**src/rtl/ordered_sequence_store_unit_macros.svh**
```systemverilog
// Assertion macros for the ordered sequence store unit.
// Used by the controller and the datapath; no other dependencies.
`ifndef ORDERED_SEQUENCE_STORE_UNIT_MACROS_SVH
`define ORDERED_SEQUENCE_STORE_UNIT_MACROS_SVH
`ifndef SYNTHESIS
`define OSS_ASSERT(lbl, prop, msg) \
  lbl: assert property (@(posedge clk_i) disable iff (!rst_ni) (prop)) else $error(msg);
`define OSS_ASSERT_IMP(lbl, ante, cons, msg) \
  lbl: assert property (@(posedge clk_i) disable iff (!rst_ni) (ante) |-> (cons)) \
    else $error(msg);
`define OSS_ASSERT_NXT(lbl, ante, cons, msg) \
  lbl: assert property (@(posedge clk_i) disable iff (!rst_ni) (ante) |=> (cons)) \
    else $error(msg);
`else
`define OSS_ASSERT(lbl, prop, msg)
`define OSS_ASSERT_IMP(lbl, ante, cons, msg)
`define OSS_ASSERT_NXT(lbl, ante, cons, msg)
`endif
`endif

```
**src/rtl/oss_pkg.sv**
```systemverilog
// Shared types and constants of the ordered sequence store unit.
// No dependencies; imported by every module of the block.
`default_nettype none

package oss_pkg;

  localparam int unsigned CAPACITY_DEF = 256;

  localparam int unsigned CMD_W     = 3;
  localparam int unsigned VAL_W     = 32;
  localparam int unsigned POS_W     = 8;
  localparam int unsigned STS_W     = 2;
  localparam int unsigned CNT_OUT_W = 9;

  typedef enum logic [CMD_W-1:0] {
    CMD_PUSH_FRONT = 3'd0,
    CMD_PUSH_BACK  = 3'd1,
    CMD_POP_FRONT  = 3'd2,
    CMD_POP_BACK   = 3'd3,
    CMD_INSERT     = 3'd4,
    CMD_DELETE     = 3'd5,
    CMD_FIND       = 3'd6
  } cmd_e;

  typedef enum logic [STS_W-1:0] {
    STS_DONE      = 2'd0,
    STS_FULL      = 2'd1,
    STS_EMPTY     = 2'd2,
    STS_NOT_FOUND = 2'd3
  } status_e;

  typedef struct packed {
    logic [CMD_W-1:0]        cmd;
    logic signed [VAL_W-1:0] value;
    logic [POS_W-1:0]        position;
  } oss_req_t;

  typedef struct packed {
    logic [STS_W-1:0]     status;
    logic                 found;
    logic [CNT_OUT_W-1:0] count;
  } oss_rsp_t;

  typedef enum logic [2:0] {
    RD_HOLD, RD_ZERO, RD_ONE, RD_CNT_M1, RD_INC, RD_DEC
  } rd_op_e;

  typedef enum logic [2:0] {
    WR_HOLD, WR_ZERO, WR_CNT, WR_INC, WR_DEC
  } wr_op_e;

  typedef enum logic [1:0] {
    WD_RDATA, WD_VALUE, WD_ZERO
  } wd_sel_e;

  typedef enum logic [1:0] {
    CNT_HOLD, CNT_INC, CNT_DEC, CNT_POS1
  } cnt_op_e;

  // Controller to datapath
  typedef struct packed {
    logic    req_load;
    rd_op_e  rd_op;
    wr_op_e  wr_op;
    logic    mem_we;
    wd_sel_e wd_sel;
    cnt_op_e cnt_op;
    logic    res_load;
    status_e res_status;
    logic    res_found;
  } dp_cmd_t;

  // Datapath to controller
  typedef struct packed {
    logic [CMD_W-1:0] cmd;
    logic             cnt_zero;
    logic             cnt_one;
    logic             full;
    logic             pos_inside;
    logic             pos_fits;
    logic             match;
    logic             scan_last;
    logic             shl_last;
    logic             shr_last;
    logic             fill_last;
  } dp_sts_t;

endpackage

`default_nettype wire

```
**src/rtl/oss_ctrl.sv**
```systemverilog
// Controller of the ordered sequence store: sequences scans and shifts
// through the datapath and owns both handshakes. Depends on oss_pkg.
`default_nettype none
`include "ordered_sequence_store_unit_macros.svh"

module oss_ctrl (
  input  logic             clk_i,
  input  logic             rst_ni,
  input  logic             in_valid_i,
  output logic             in_ready_o,
  output logic             out_valid_o,
  input  logic             out_ready_i,
  input  oss_pkg::dp_sts_t sts_i,
  output oss_pkg::dp_cmd_t cmd_o
);
  import oss_pkg::*;

  typedef enum logic [3:0] {
    S_IDLE,
    S_DECODE,
    S_SCAN_PRIME,
    S_SCAN,
    S_SHL_PRIME,
    S_SHL,
    S_SHR_PRIME,
    S_SHR,
    S_SHR_PUT,
    S_FILL,
    S_REPORT
  } state_e;

  state_e  state_q, state_d;
  status_e st_q, st_d;
  logic    found_q, found_d;
  logic    out_valid_q, out_valid_d;
  logic    out_free;

  assign out_free    = !out_valid_q || out_ready_i;
  assign in_ready_o  = (state_q == S_IDLE);
  assign out_valid_o = out_valid_q;

  always_comb begin
    state_d     = state_q;
    st_d        = st_q;
    found_d     = found_q;
    out_valid_d = out_valid_q && !out_ready_i;

    cmd_o.req_load   = 1'b0;
    cmd_o.rd_op      = RD_HOLD;
    cmd_o.wr_op      = WR_HOLD;
    cmd_o.mem_we     = 1'b0;
    cmd_o.wd_sel     = WD_RDATA;
    cmd_o.cnt_op     = CNT_HOLD;
    cmd_o.res_load   = 1'b0;
    cmd_o.res_status = st_q;
    cmd_o.res_found  = found_q;

    case (state_q)
      S_IDLE: begin
        if (in_valid_i) begin
          cmd_o.req_load = 1'b1;
          st_d           = STS_DONE;
          found_d        = 1'b0;
          state_d        = S_DECODE;
        end
      end

      S_DECODE: begin
        case (sts_i.cmd)
          CMD_PUSH_FRONT, CMD_PUSH_BACK, CMD_INSERT: begin
            if (sts_i.pos_inside) begin
              if (sts_i.full) begin
                st_d    = STS_FULL;
                state_d = S_REPORT;
              end else begin
                cmd_o.rd_op = RD_CNT_M1;
                cmd_o.wr_op = WR_CNT;
                state_d     = S_SHR_PRIME;
              end
            end else if (!sts_i.pos_fits) begin
              st_d    = STS_FULL;
              state_d = S_REPORT;
            end else begin
              cmd_o.wr_op = WR_CNT;
              state_d     = S_FILL;
            end
          end
          CMD_POP_FRONT: begin
            if (sts_i.cnt_zero) begin
              st_d    = STS_EMPTY;
              state_d = S_REPORT;
            end else if (sts_i.cnt_one) begin
              cmd_o.cnt_op = CNT_DEC;
              state_d      = S_REPORT;
            end else begin
              cmd_o.rd_op = RD_ONE;
              cmd_o.wr_op = WR_ZERO;
              state_d     = S_SHL_PRIME;
            end
          end
          CMD_POP_BACK: begin
            if (sts_i.cnt_zero) begin
              st_d = STS_EMPTY;
            end else begin
              cmd_o.cnt_op = CNT_DEC;
            end
            state_d = S_REPORT;
          end
          CMD_DELETE, CMD_FIND: begin
            if (sts_i.cnt_zero) begin
              st_d    = STS_NOT_FOUND;
              state_d = S_REPORT;
            end else begin
              cmd_o.rd_op = RD_ZERO;
              cmd_o.wr_op = WR_ZERO;
              state_d     = S_SCAN_PRIME;
            end
          end
          default: begin
            state_d = S_REPORT;
          end
        endcase
      end

      S_SCAN_PRIME: begin
        cmd_o.rd_op = RD_INC;
        state_d     = S_SCAN;
      end

      // Read data holds the entry at the write pointer; read runs one ahead.
      S_SCAN: begin
        if (sts_i.match) begin
          found_d = 1'b1;
          if (sts_i.cmd == CMD_FIND) begin
            state_d = S_REPORT;
          end else if (sts_i.scan_last) begin
            cmd_o.cnt_op = CNT_DEC;
            state_d      = S_REPORT;
          end else begin
            // The read under way fetches the entry that closes the gap.
            cmd_o.rd_op = RD_INC;
            state_d     = S_SHL;
          end
        end else if (sts_i.scan_last) begin
          st_d    = STS_NOT_FOUND;
          state_d = S_REPORT;
        end else begin
          cmd_o.rd_op = RD_INC;
          cmd_o.wr_op = WR_INC;
        end
      end

      S_SHL_PRIME: begin
        cmd_o.rd_op = RD_INC;
        state_d     = S_SHL;
      end

      S_SHL: begin
        cmd_o.mem_we = 1'b1;
        cmd_o.wd_sel = WD_RDATA;
        if (sts_i.shl_last) begin
          cmd_o.cnt_op = CNT_DEC;
          state_d      = S_REPORT;
        end else begin
          cmd_o.rd_op = RD_INC;
          cmd_o.wr_op = WR_INC;
        end
      end

      S_SHR_PRIME: begin
        cmd_o.rd_op = RD_DEC;
        state_d     = S_SHR;
      end

      S_SHR: begin
        cmd_o.mem_we = 1'b1;
        cmd_o.wd_sel = WD_RDATA;
        cmd_o.wr_op  = WR_DEC;
        if (sts_i.shr_last) begin
          state_d = S_SHR_PUT;
        end else begin
          cmd_o.rd_op = RD_DEC;
        end
      end

      S_SHR_PUT: begin
        cmd_o.mem_we = 1'b1;
        cmd_o.wd_sel = WD_VALUE;
        cmd_o.cnt_op = CNT_INC;
        state_d      = S_REPORT;
      end

      // Pad with zeros up to the insert slot, then drop the value in.
      S_FILL: begin
        cmd_o.mem_we = 1'b1;
        if (sts_i.fill_last) begin
          cmd_o.wd_sel = WD_VALUE;
          cmd_o.cnt_op = CNT_POS1;
          state_d      = S_REPORT;
        end else begin
          cmd_o.wd_sel = WD_ZERO;
          cmd_o.wr_op  = WR_INC;
        end
      end

      S_REPORT: begin
        if (out_free) begin
          cmd_o.res_load = 1'b1;
          out_valid_d    = 1'b1;
          state_d        = S_IDLE;
        end
      end

      default: begin
        state_d = S_IDLE;
      end
    endcase
  end

  always_ff @(posedge clk_i or negedge rst_ni) begin
    if (!rst_ni) begin
      state_q     <= S_IDLE;
      st_q        <= STS_DONE;
      found_q     <= 1'b0;
      out_valid_q <= 1'b0;
    end else begin
      state_q     <= state_d;
      st_q        <= st_d;
      found_q     <= found_d;
      out_valid_q <= out_valid_d;
    end
  end

  `OSS_ASSERT_IMP(a_shl_cmd, state_q == S_SHL,
                  sts_i.cmd == CMD_POP_FRONT || sts_i.cmd == CMD_DELETE,
                  "left shift outside pop front or delete")
  `OSS_ASSERT_NXT(a_report_valid, state_q == S_REPORT && out_free,
                  out_valid_q && state_q == S_IDLE,
                  "result not presented after report")
  `OSS_ASSERT_IMP(a_found_done, found_q && state_q == S_REPORT, st_q == STS_DONE,
                  "match reported with error status")

endmodule

`default_nettype wire

```
**config.mk**
```make
export PLATFORM = sky130hd
export DESIGN_NAME = oss_ctrl
export DESIGN_NICKNAME = d
export VERILOG_FILES = /design/src/rtl/oss_pkg.sv /design/src/rtl/oss_ctrl.sv
export VERILOG_INCLUDE_DIRS = /design/src /design/src/rtl
export SDC_FILE = /design/constraint.sdc
export NUM_CORES = 1
export LEC_CHECK = 0
export BUFFER_PORTS_ARGS = -buffer_cell sky130_fd_sc_hd__buf_2
export CAP_MARGIN = 20
export CORE_MARGIN = 1.5
export CORE_UTILIZATION = 43
export CTS_CLUSTER_SIZE = 8
export DETAILED_ROUTE_END_ITERATION = 8
export GPL_TIMING_DRIVEN = 0
export PLACE_DENSITY = 0.73
export SLEW_MARGIN = 20
export SYNTH_ARGS = -nofsm -noshare
export SYNTH_HDL_FRONTEND = slang
export SYNTH_SLANG_ARGS = --single-unit
```
**constraint.sdc**
```tcl
create_clock -name clk_i -period 1.72 [get_ports clk_i]
set_input_delay 0.086 -clock clk_i [delete_from_list [all_inputs] [get_ports clk_i]]
set_output_delay 0.086 -clock clk_i [all_outputs]
set_load 0.005 [all_outputs]
```
Word-level counts from Yosys, hierarchy flattened

Index checks and enable logic that the tools add are counted.

Add/subtract/negate cells: 0
Multipliers: 0
Div/mod/pow operators: 0
Order comparisons: 0
Eq/ne operators: 30
Shift operators: 0
Mux-type cells: 66
Bitwise operators: 0
Reduce and logical (&&, ||, !) cells: 16

Operators with widths:

| operator           | count |
|---|---|
| $mux 4             | 15 |
| $pmux 4 s11        | 1 |
| $mux 2             | 20 |
| $mux 3             | 7 |
| $pmux 3 s6         | 1 |
| $pmux 6 s3         | 1 |
| $eq 4x3->1 const B | 4 |
| $ne 2x2->1 const B | 8 |
| $mux 5             | 3 |
| $pmux 3 s5         | 1 |
| $eq 4x4->1 const B | 3 |
| $mux 6             | 2 |
| $pmux 2 s3         | 2 |
| $pmux 4 s3         | 1 |
| $pmux 2 s5         | 1 |
| $eq 3x3->1 const B | 3 |
| $ne 3x3->1 const B | 3 |
| $pmux 3 s3         | 1 |
| $reduce_and 9->1   | 1 |
| $eq 4x2->1 const B | 2 |
| $mux 1             | 8 |
| $ne 4x4->1 const B | 2 |
| $reduce_or 2->1    | 4 |
| $eq 3x2->1 const B | 2 |
| other kinds (15)   | 16 |

Bits in registers: 8
Latch bits: 0
RAM bits: 0
Memory bits (read-only): 0
Input port bits: 17
Output and inout bits: 18
Logic and storage cells: 116
Memories: 0

Depth between registers and ports, before layout

Gate-level depths: netlist of the first run.

Depth in word-level cells: 4
Mapped depth: 7
Depth with buffers taken out: 5

Worst setup path before layout of the first run

Ideal clock, no wire load.

Kind: register to register
Start point: reg state_q[1]
End point: reg state_q[1]
Setup time: 126 ps
Arrival time: 1662 ps
Required time: 1594 ps
Path slack: -68 ps
Cell stages (with the launch flop): 8
Buffers on the path: 2
Period minus slack after synthesis: 1788 ps
Cells stage by stage: dfrtp_1 buf_4 or4_1 a21oi_1 or4_1 buf_2 a21oi_1 a221o_1

Longest elaborated chain between the ends: 3
Elaborated cells on any way between the ends: 19
Those cells by class: eq/ne: 16; mux: 1; reduce/logical: 2

Ends and longest elaborated chain:

| item                                                      | RTL line        | RTL |
|---|---|---|
| from (decl)                                               | oss_ctrl.sv:32  | `state_e state_q, state_d;` |
| from (signal assigned)                                    | oss_ctrl.sv:227 | `state_q <= state_d;` |
| $eq 4x2->1 (tied with other cells)                        | oss_ctrl.sv:58  | `case (state_q)` |
| $ne 3x3->1 (no source line) or $ne 2x2->1 (tied branches) | n/a             |  |
| $reduce_and 6->1 (no source line)                         | n/a             |  |

Several ways; a longest one is shown, not always the timed one.
A chain may end at the register's enable or synchronous reset.

Worst setup path after layout of the first run

Start point: reg state_q[2]
End point: reg state_q[1]

Same word-level chain as after synthesis.

==> run_results.csv, run 1 <==
group,metric,value,unit
pwr,p_per_area,1750,nW/um^2
layout,final_cell_mix,"buf_2, buf_4, a21oi_1",
layout,layout_commonest_cell,"buf_2",
global_route,grt_pass1_vias,1100,
global_route,antenna_found_initial,0,
layout,fin_nets,206,
logic_synthesis,synth_top_family_by_area,"simple AND/OR/NAND/NOR gates",
status,run_status,"finished with violations",
clocking,clkTransAtPathRegs,60,ps
timing,finClkSkew,13.2,ps
clocking,cts_buffers,3,
critical_path,cp_data_required_time,1840,ps
logic_synthesis,synth_nets,157,
logic_synthesis,synth_xor_xnor_area_share,0.921,%
drt,drt_iter0_drc,97,
layout,fillerInstances,173,
critical_path,cp-startpoint,"state_q[2]$_DFFE_PN0P_",
floorplanning,start_util,47.0,%
logic_synthesis,yosys.area_share.simple,33.6,%
critical_path,reg2reg_from,"state_q[2]$_DFFE_PN0P_",
timing,tightestPinTransition,402,ps
clocking,clock-sinks,8,
clocking,cts_tree,"built",
drt,ant_nets,0,
critical_path,cp_data_arrival_time,1940,ps
critical_path,cp-start-kind,"flop",
drt,drt_pass1_iterations,7,
critical_path,crit_type,"reg -> reg",
layout,antenna_cells,0,
logic_synthesis,synth_edf_count,0,
placement,place_ws,-149,ps
logic_synthesis,synth_ff_type,"dfrtp_1",
global_route,grt_pass1_wl,4770,um
logic_synthesis,ys_types,43,
drt,drc,0,
logic_synthesis,muxShareOfSynthArea,2.24,%
logic_synthesis,ys.warnings.count,0,
pwr,p_leak,0.664,nW
layout,final_cells,214,
logic_synthesis,yosys_register_bits,8,
placement,dp_hpwl,2160,um
logic_synthesis,synth-compound-area-share,30.7,%
min_path,hold_path.class,"in -> reg",
floorplanning,die_y,50.0,um
placement,port_buffers,32,
pwr,ir_drop,1.02,mV
clocking,clockRootBuffer,"clkbuf_4",
floorplanning,core_area,2020,um^2
placement,dp.cells,199,
layout,area_delta_synth_final,48.6,%
timing,setup_viol,3,
timing,fin_setup_tns,-189,ps
timing,fin_ws,-95.1,ps
layout,drive_gt1_share,43.3,%
drt,dr_total_vias,1276,
status,violations,"negative setup slack",
timing,fmax,0.551,GHz
timing,fin_crit_sh,106,%
logic_synthesis,synth-adder-area-share,0,%
timing,finalCriticalPeriod,1820,ps
floorplanning,ios,35,
timing,rsz0062_at_grt,"yes",
floorplanning,row_count,16,
critical_path,crit_path_max_fanout,7,
timing,hold_viol,0,
logic_synthesis,synthCells,140,
critical_path,worst_setup_path_end_kind,"flop",
timing,slew_headroom,73.2,%
clocking,h-tree-depth,1,
clocking,clkLatencyLatePin,260,ps
floorplanning,die_width,50.0,um
timing,slew_violations,0,
drt,wl_per_cell,15.4,um
clocking,clk_path_buf_depth,2,
drt,wl,3310,um
logic_synthesis,syn_avg_cell_area,6.79,um^2
placement,gp_congestion,0.869,
global_route,track_usage,24.3,%
global_route,grt_max_degree,11,
global_route,grt_overflow,0,
flow_run,drv_cap,0,
logic_synthesis,synth-seq-area-share,21.1,%
floorplanning,fp.dieArea,2500,um^2
min_path,holdCritStartpoint,"out_ready_i",
drt,viasPerCell,5.96,
logic_synthesis,synth-async-reset-ratio,100,%
logic_synthesis,syn-cell-area,951,um^2
-- metrics by stage --
step	hold slack (ps)	util (%)	instance area, um^2	total power, mW
floorplan	-210	-	981	1.34
global placement	-71.8	58.1	1170	1.71
detailed placement	-64.0	58.1	1170	1.73
CTS	44.5	60.7	1230	1.94
global route	69.5	69.9	1410	2.63
finish	34.8	69.9	1410	2.47
-- synthesized netlist by cell type, drive strengths merged, types with 3 or more instances --
library cell  instances  area share, %
or3                   3            2.0
nand2                11            4.3
nand3                 6            3.2
nor2                 11            4.3
inv                  12            4.7
buf                   8            5.3
o21ai                12            6.3
dfrtp                 8             21
nand2b                7            4.6
clkbuf                4            1.6
o22ai                 3            2.0
nor3                  6            3.2
a21oi                16            8.4
-- report_power, final --
group	internal, mW	switching, mW	leakage [nW]	total, mW
Sequential	0.285	0.0780	0.0999	0.363
Clock	0.0801	0.0671	0.0138	0.147
Combinational	0.949	1.01	0.551	1.96
Total	1.31	1.15	0.664	2.47
-- state kept, by name (all words and copies together) (netlist names) --
| signal | count |
|---|---|
| out_valid_o | 1 |
| state_q | 4 |
| found_q | 1 |
| st_q | 2 |
-- metal layers --
metal	vias to the layer above	part of all wire [%]	track usage, %
met2	73	50	41.7
li1	601	-	-
met3	12	7.7	2.73
met5	-	0	0
met4	0	2.3	9.26
met1	590	40	30.8
-- worst max-delay path, stage by stage (launching register included) --
cell     delay (ps)
dfrtp_2         440
or4_4           540
a21oi_2         150
or4_4           190
a21oi_2          60
a221o_1         300
-- kinds of logic after synthesis --
logic type / after synthesis
DFF: 8
xor gates and xnor gates: 1
muxes: 2
AOI/OAI and AO/OA: 47
and+or+nand+nor: 58
buffers and inverters: 24
-- worst paths after layout --
kind / slack [ps] / to / depth (start not counted)
max: -100 / state_q[1]$_DFFE_PN0P_ / 5
min: 30 / out_valid_o$_DFF_PN0_ / 2
max reg2reg: -100 / state_q[1]$_DFFE_PN0P_ / 5
min reg2reg: 510 / st_q[0]$_DFFE_PN0P_ / 1
max in group asynchronous: 1270 / state_q[2]$_DFFE_PN0P_ / 2
min in group asynchronous: 250 / found_q$_DFFE_PN0P_ / 2
-- repair_timing --
action | CTS | global route
endpoints found under the hold margin | 8 | 0
gates resized for setup | 6 | 40
buffers inserted | 2 | 10
pin swaps | 2 | 11
endpoints found under the setup margin | 9 | 13
gates cloned | 0 | 1
hold buffers | 1 | 0
-- area by class of cell --
| type | instances | area, um^2 | share of cell area, % |
|---|---|---|---|
| Tap cell | 27 | 33.8 | 2.39 |
| Buffer | 10 | 73.8 | 5.23 |
| Clock buffer | 3 | 22.5 | 1.59 |
| Multi-Input combinational cell | 108 | 754 | 53.4 |
| Timing Repair Buffer | 46 | 275 | 19.5 |
| Sequential cell | 8 | 203 | 14.3 |
| Inverter | 12 | 50.0 | 3.54 |
Note: power is estimated with default switching activity, not from simulation.
==> run 2: changes to the inputs <==
Settings changed: ABC_AREA set to 1.
==> run 2 against run 1 <==
Global-route usage decreased by 1.6 points. Highest routed layer unchanged. Critical path depth increased by 3. The run now ends clean. Synthesized cell count increased by 11%. Cell count increased by 7.0%. Worst hold slack improved by 71 ps. Cell area decreased by 11%. Clock power decreased by 4%. Via count decreased by 11%. Critical path type is now reg -> out.
==> run_results.csv, run 2 <==
group,metric,value,unit
layout,area_delta_synth_final,37.3,%
global_route,grt_max_degree,9,
floorplanning,ios,35,
status,run_status,"completed",
logic_synthesis,synth_edf_count,0,
global_route,grt_overflow,0,
drt,wl,2600,um
critical_path,crit_path_max_fanout,6,
floorplanning,start_util,46.1,%
clocking,clkLatencyLatePin,250,ps
placement,dp_hpwl,2080,um
critical_path,cp_data_arrival_time,1560,ps
logic_synthesis,synth-async-reset-ratio,100,%
drt,drt_pass1_iterations,4,
timing,hold_viol,0,
drt,dr_total_vias,1136,
critical_path,crit_type,"reg -> out",
placement,gp_congestion,0.903,
layout,layout_commonest_cell,"nand2_1",
global_route,grt_pass1_vias,1037,
clocking,cts_tree,"built",
layout,reg.largest.list,"state_q x4, st_q x2",
timing,slew_headroom,81.9,%
pwr,ir_drop,0.884,mV
layout,antenna_cells,0,
global_route,track_usage,22.7,%
clocking,clkTransAtPathRegs,50,ps
critical_path,cp-start-kind,"flop",
logic_synthesis,synth_nets,173,
timing,tightestPinTransition,269,ps
clocking,cts_buffers,3,
placement,place_ws,132,ps
clocking,clockRootBuffer,"clkbuf_4",
drt,ant_nets,0,
logic_synthesis,syn_avg_cell_area,5.86,um^2
critical_path,cp_data_required_time,1630,ps
logic_synthesis,synth_ff_type,"dfrtp_1",
layout,top_register,"state_q",
logic_synthesis,synth.area.top_cells,"dfrtp_1, nand2_1, inv_1",
drt,drt_iter0_drc,32,
clocking,h-tree-depth,1,
timing,finClkSkew,6.26,ps
drt,wl_met3,113,um
layout,final_cell_mix,"nand2_1, buf_2, inv_1",
drt,wl_met2,1300,um
logic_synthesis,yosysTopAreaCellShare,21.9,%
logic_synthesis,syn-cell-area,915,um^2
clocking,clk_path_buf_depth,2,
min_path,hold_path.class,"in -> reg",
floorplanning,fp.dieArea,2410,um^2
drt,wl_per_cell,11.4,um
floorplanning,die_y,49.1,um
placement,port_buffers,34,
layout,final_cells,229,
floorplanning,core_area,1980,um^2
logic_synthesis,synth-seq-area-share,21.9,%
pwr,p_leak,0.747,nW
logic_synthesis,synthTopCellsByCount,"nand2_1, inv_1, nor2_1, nand3_1, o21ai_0",
logic_synthesis,ys_types,25,
layout,fin_nets,221,
drt,drc,0,
timing,setup_viol,0,
timing,fin_ws,75.6,ps
timing,slew_violations,0,
layout,drive_gt1_share,35.1,%
critical_path,worst_setup_path_end_kind,"output port",
timing,fin_crit_sh,95.6,%
drt,viasPerCell,4.96,
floorplanning,row_count,16,
layout,design_area,1260,um^2
logic_synthesis,synthCells,156,
placement,dp.cells,217,
timing,finalCriticalPeriod,1640,ps
global_route,grt_pass1_wl,4320,um
logic_synthesis,yosysMostFrequentCell,"nand2_1",
global_route,antenna_found_initial,0,
logic_synthesis,yosys_register_bits,8,
layout,largest_reg_flops,4,
drt,wl_met1,1180,um
clocking,clock-sinks,8,
placement,placedInstanceArea,1120,um^2
timing,fmax,0.608,GHz
logic_synthesis,synth_top_cell_by_area,"dfrtp_1",
floorplanning,die_width,49.1,um
flow_run,drv_cap,0,
pwr,p_per_area,1480,nW/um^2
layout,fillerInstances,187,
drt,top_layer_used,"met4",
logic_synthesis,ys.warnings.count,0,
[run 2: cell count changes after synthesis, moves of 4 or more]
cell	change
nand2_1	+35
inv_1	+15
a21oi_1	-12
nand3_1	+9
nand2b_1	-7
nor2_1	+7
nor3_1	-5
buf_2	-4
clkbuf_1	-4
nand4_1	+4
nor2_4	+4
[run 2: path summary, 6_finish.rpt]
| path | startpoint | end | slack [ps] | cells after the start |
|---|---|---|---|---|
| worst max-delay path | state_q[0]$_DFFE_PN0P_ | cmd_o[9] | 80 | 8 |
| worst min-delay path | out_ready_i | out_valid_o$_DFF_PN0_ | 110 | 4 |
| worst max register to register | state_q[1]$_DFFE_PN0P_ | state_q[1]$_DFFE_PN0P_ | 140 | 9 |
| worst min register to register | st_q[1]$_DFFE_PN0P_ | st_q[1]$_DFFE_PN0P_ | 480 | 2 |
| max in group asynchronous | rst_ni | state_q[0]$_DFFE_PN0P_ | 1330 | 2 |
| min in group asynchronous | rst_ni | state_q[2]$_DFFE_PN0P_ | 200 | 2 |
[run 2: area by class of cell]
class                      count  area [um^2]  area share (%)
sequential                     8          204            16.2
inverter                      28          109            8.67
buffer                         1         7.51           0.598
multi-input combinational    119          639            50.9
clock buffer                   3         22.5            1.79
tap                           27         33.8            2.69
timing repair buffer          43          240            19.1
[run 2: routing by layer]
layer	GRT usage [%]	up-vias
met1	30.5	505
met3	1.84	2
met5	0	-
met2	38.7	35
met4	6.67	0
li1	-	594
[run 2: logic make-up (layout without fill, tap and decap cells)]
| group | Yosys count | in the layout | share of synthesized area (%) |
|---|---|---|---|
| buf+inv | 29 | 75 | 12.3 |
| simple gates | 100 | 100 | 53.8 |
| compound gates | 19 | 19 | 12.0 |
| flops | 8 | 8 | 21.9 |
[run 2: what timing repair did]
| item | 4_1_cts | 5_1_grt |
|---|---|---|
| endpoints found under the setup margin | 3 | 5 |
| pin swaps | 0 | 4 |
| endpoints found under the hold margin | 8 | 0 |
| buffers inserted | 1 | 7 |
| hold buffers | 1 | 0 |
| resized for setup | 6 | 9 |
[run 2: worst max-delay path: stages, from the launching register on]
cell and delay, ps:
dfrtp_2 440, inv_2 80, nor2_4 150, nand2_2 70
or2_4 260, nand2_4 70, nor2_4 40, o21ai_0 70
buf_2 140
[run 2: stage by stage]
| stage | power, mW | setup TNS, ps | utilization (%) | hold slack, ps |
|---|---|---|---|---|
| 2_1_floorplan | 1.13 | 0 | - | -210 |
| 3_3_place_gp | 1.47 | 0 | 56.4 | -70.8 |
| 3_5_place_dp | 1.50 | 0 | 56.4 | -62.6 |
| 4_1_cts | 1.70 | 0 | 59.3 | 102 |
| 5_1_grt | 2.02 | -5.55 | 63.4 | 138 |
| 6_report | 1.86 | 0 | 63.4 | 106 |
[run 2: power breakdown]
part | switching, mW | leakage, nW | internal [mW]
clock network | 0.0613 | 0.0138 | 0.0797
registers | 0.133 | 0.0986 | 0.284
logic | 0.740 | 0.635 | 0.558
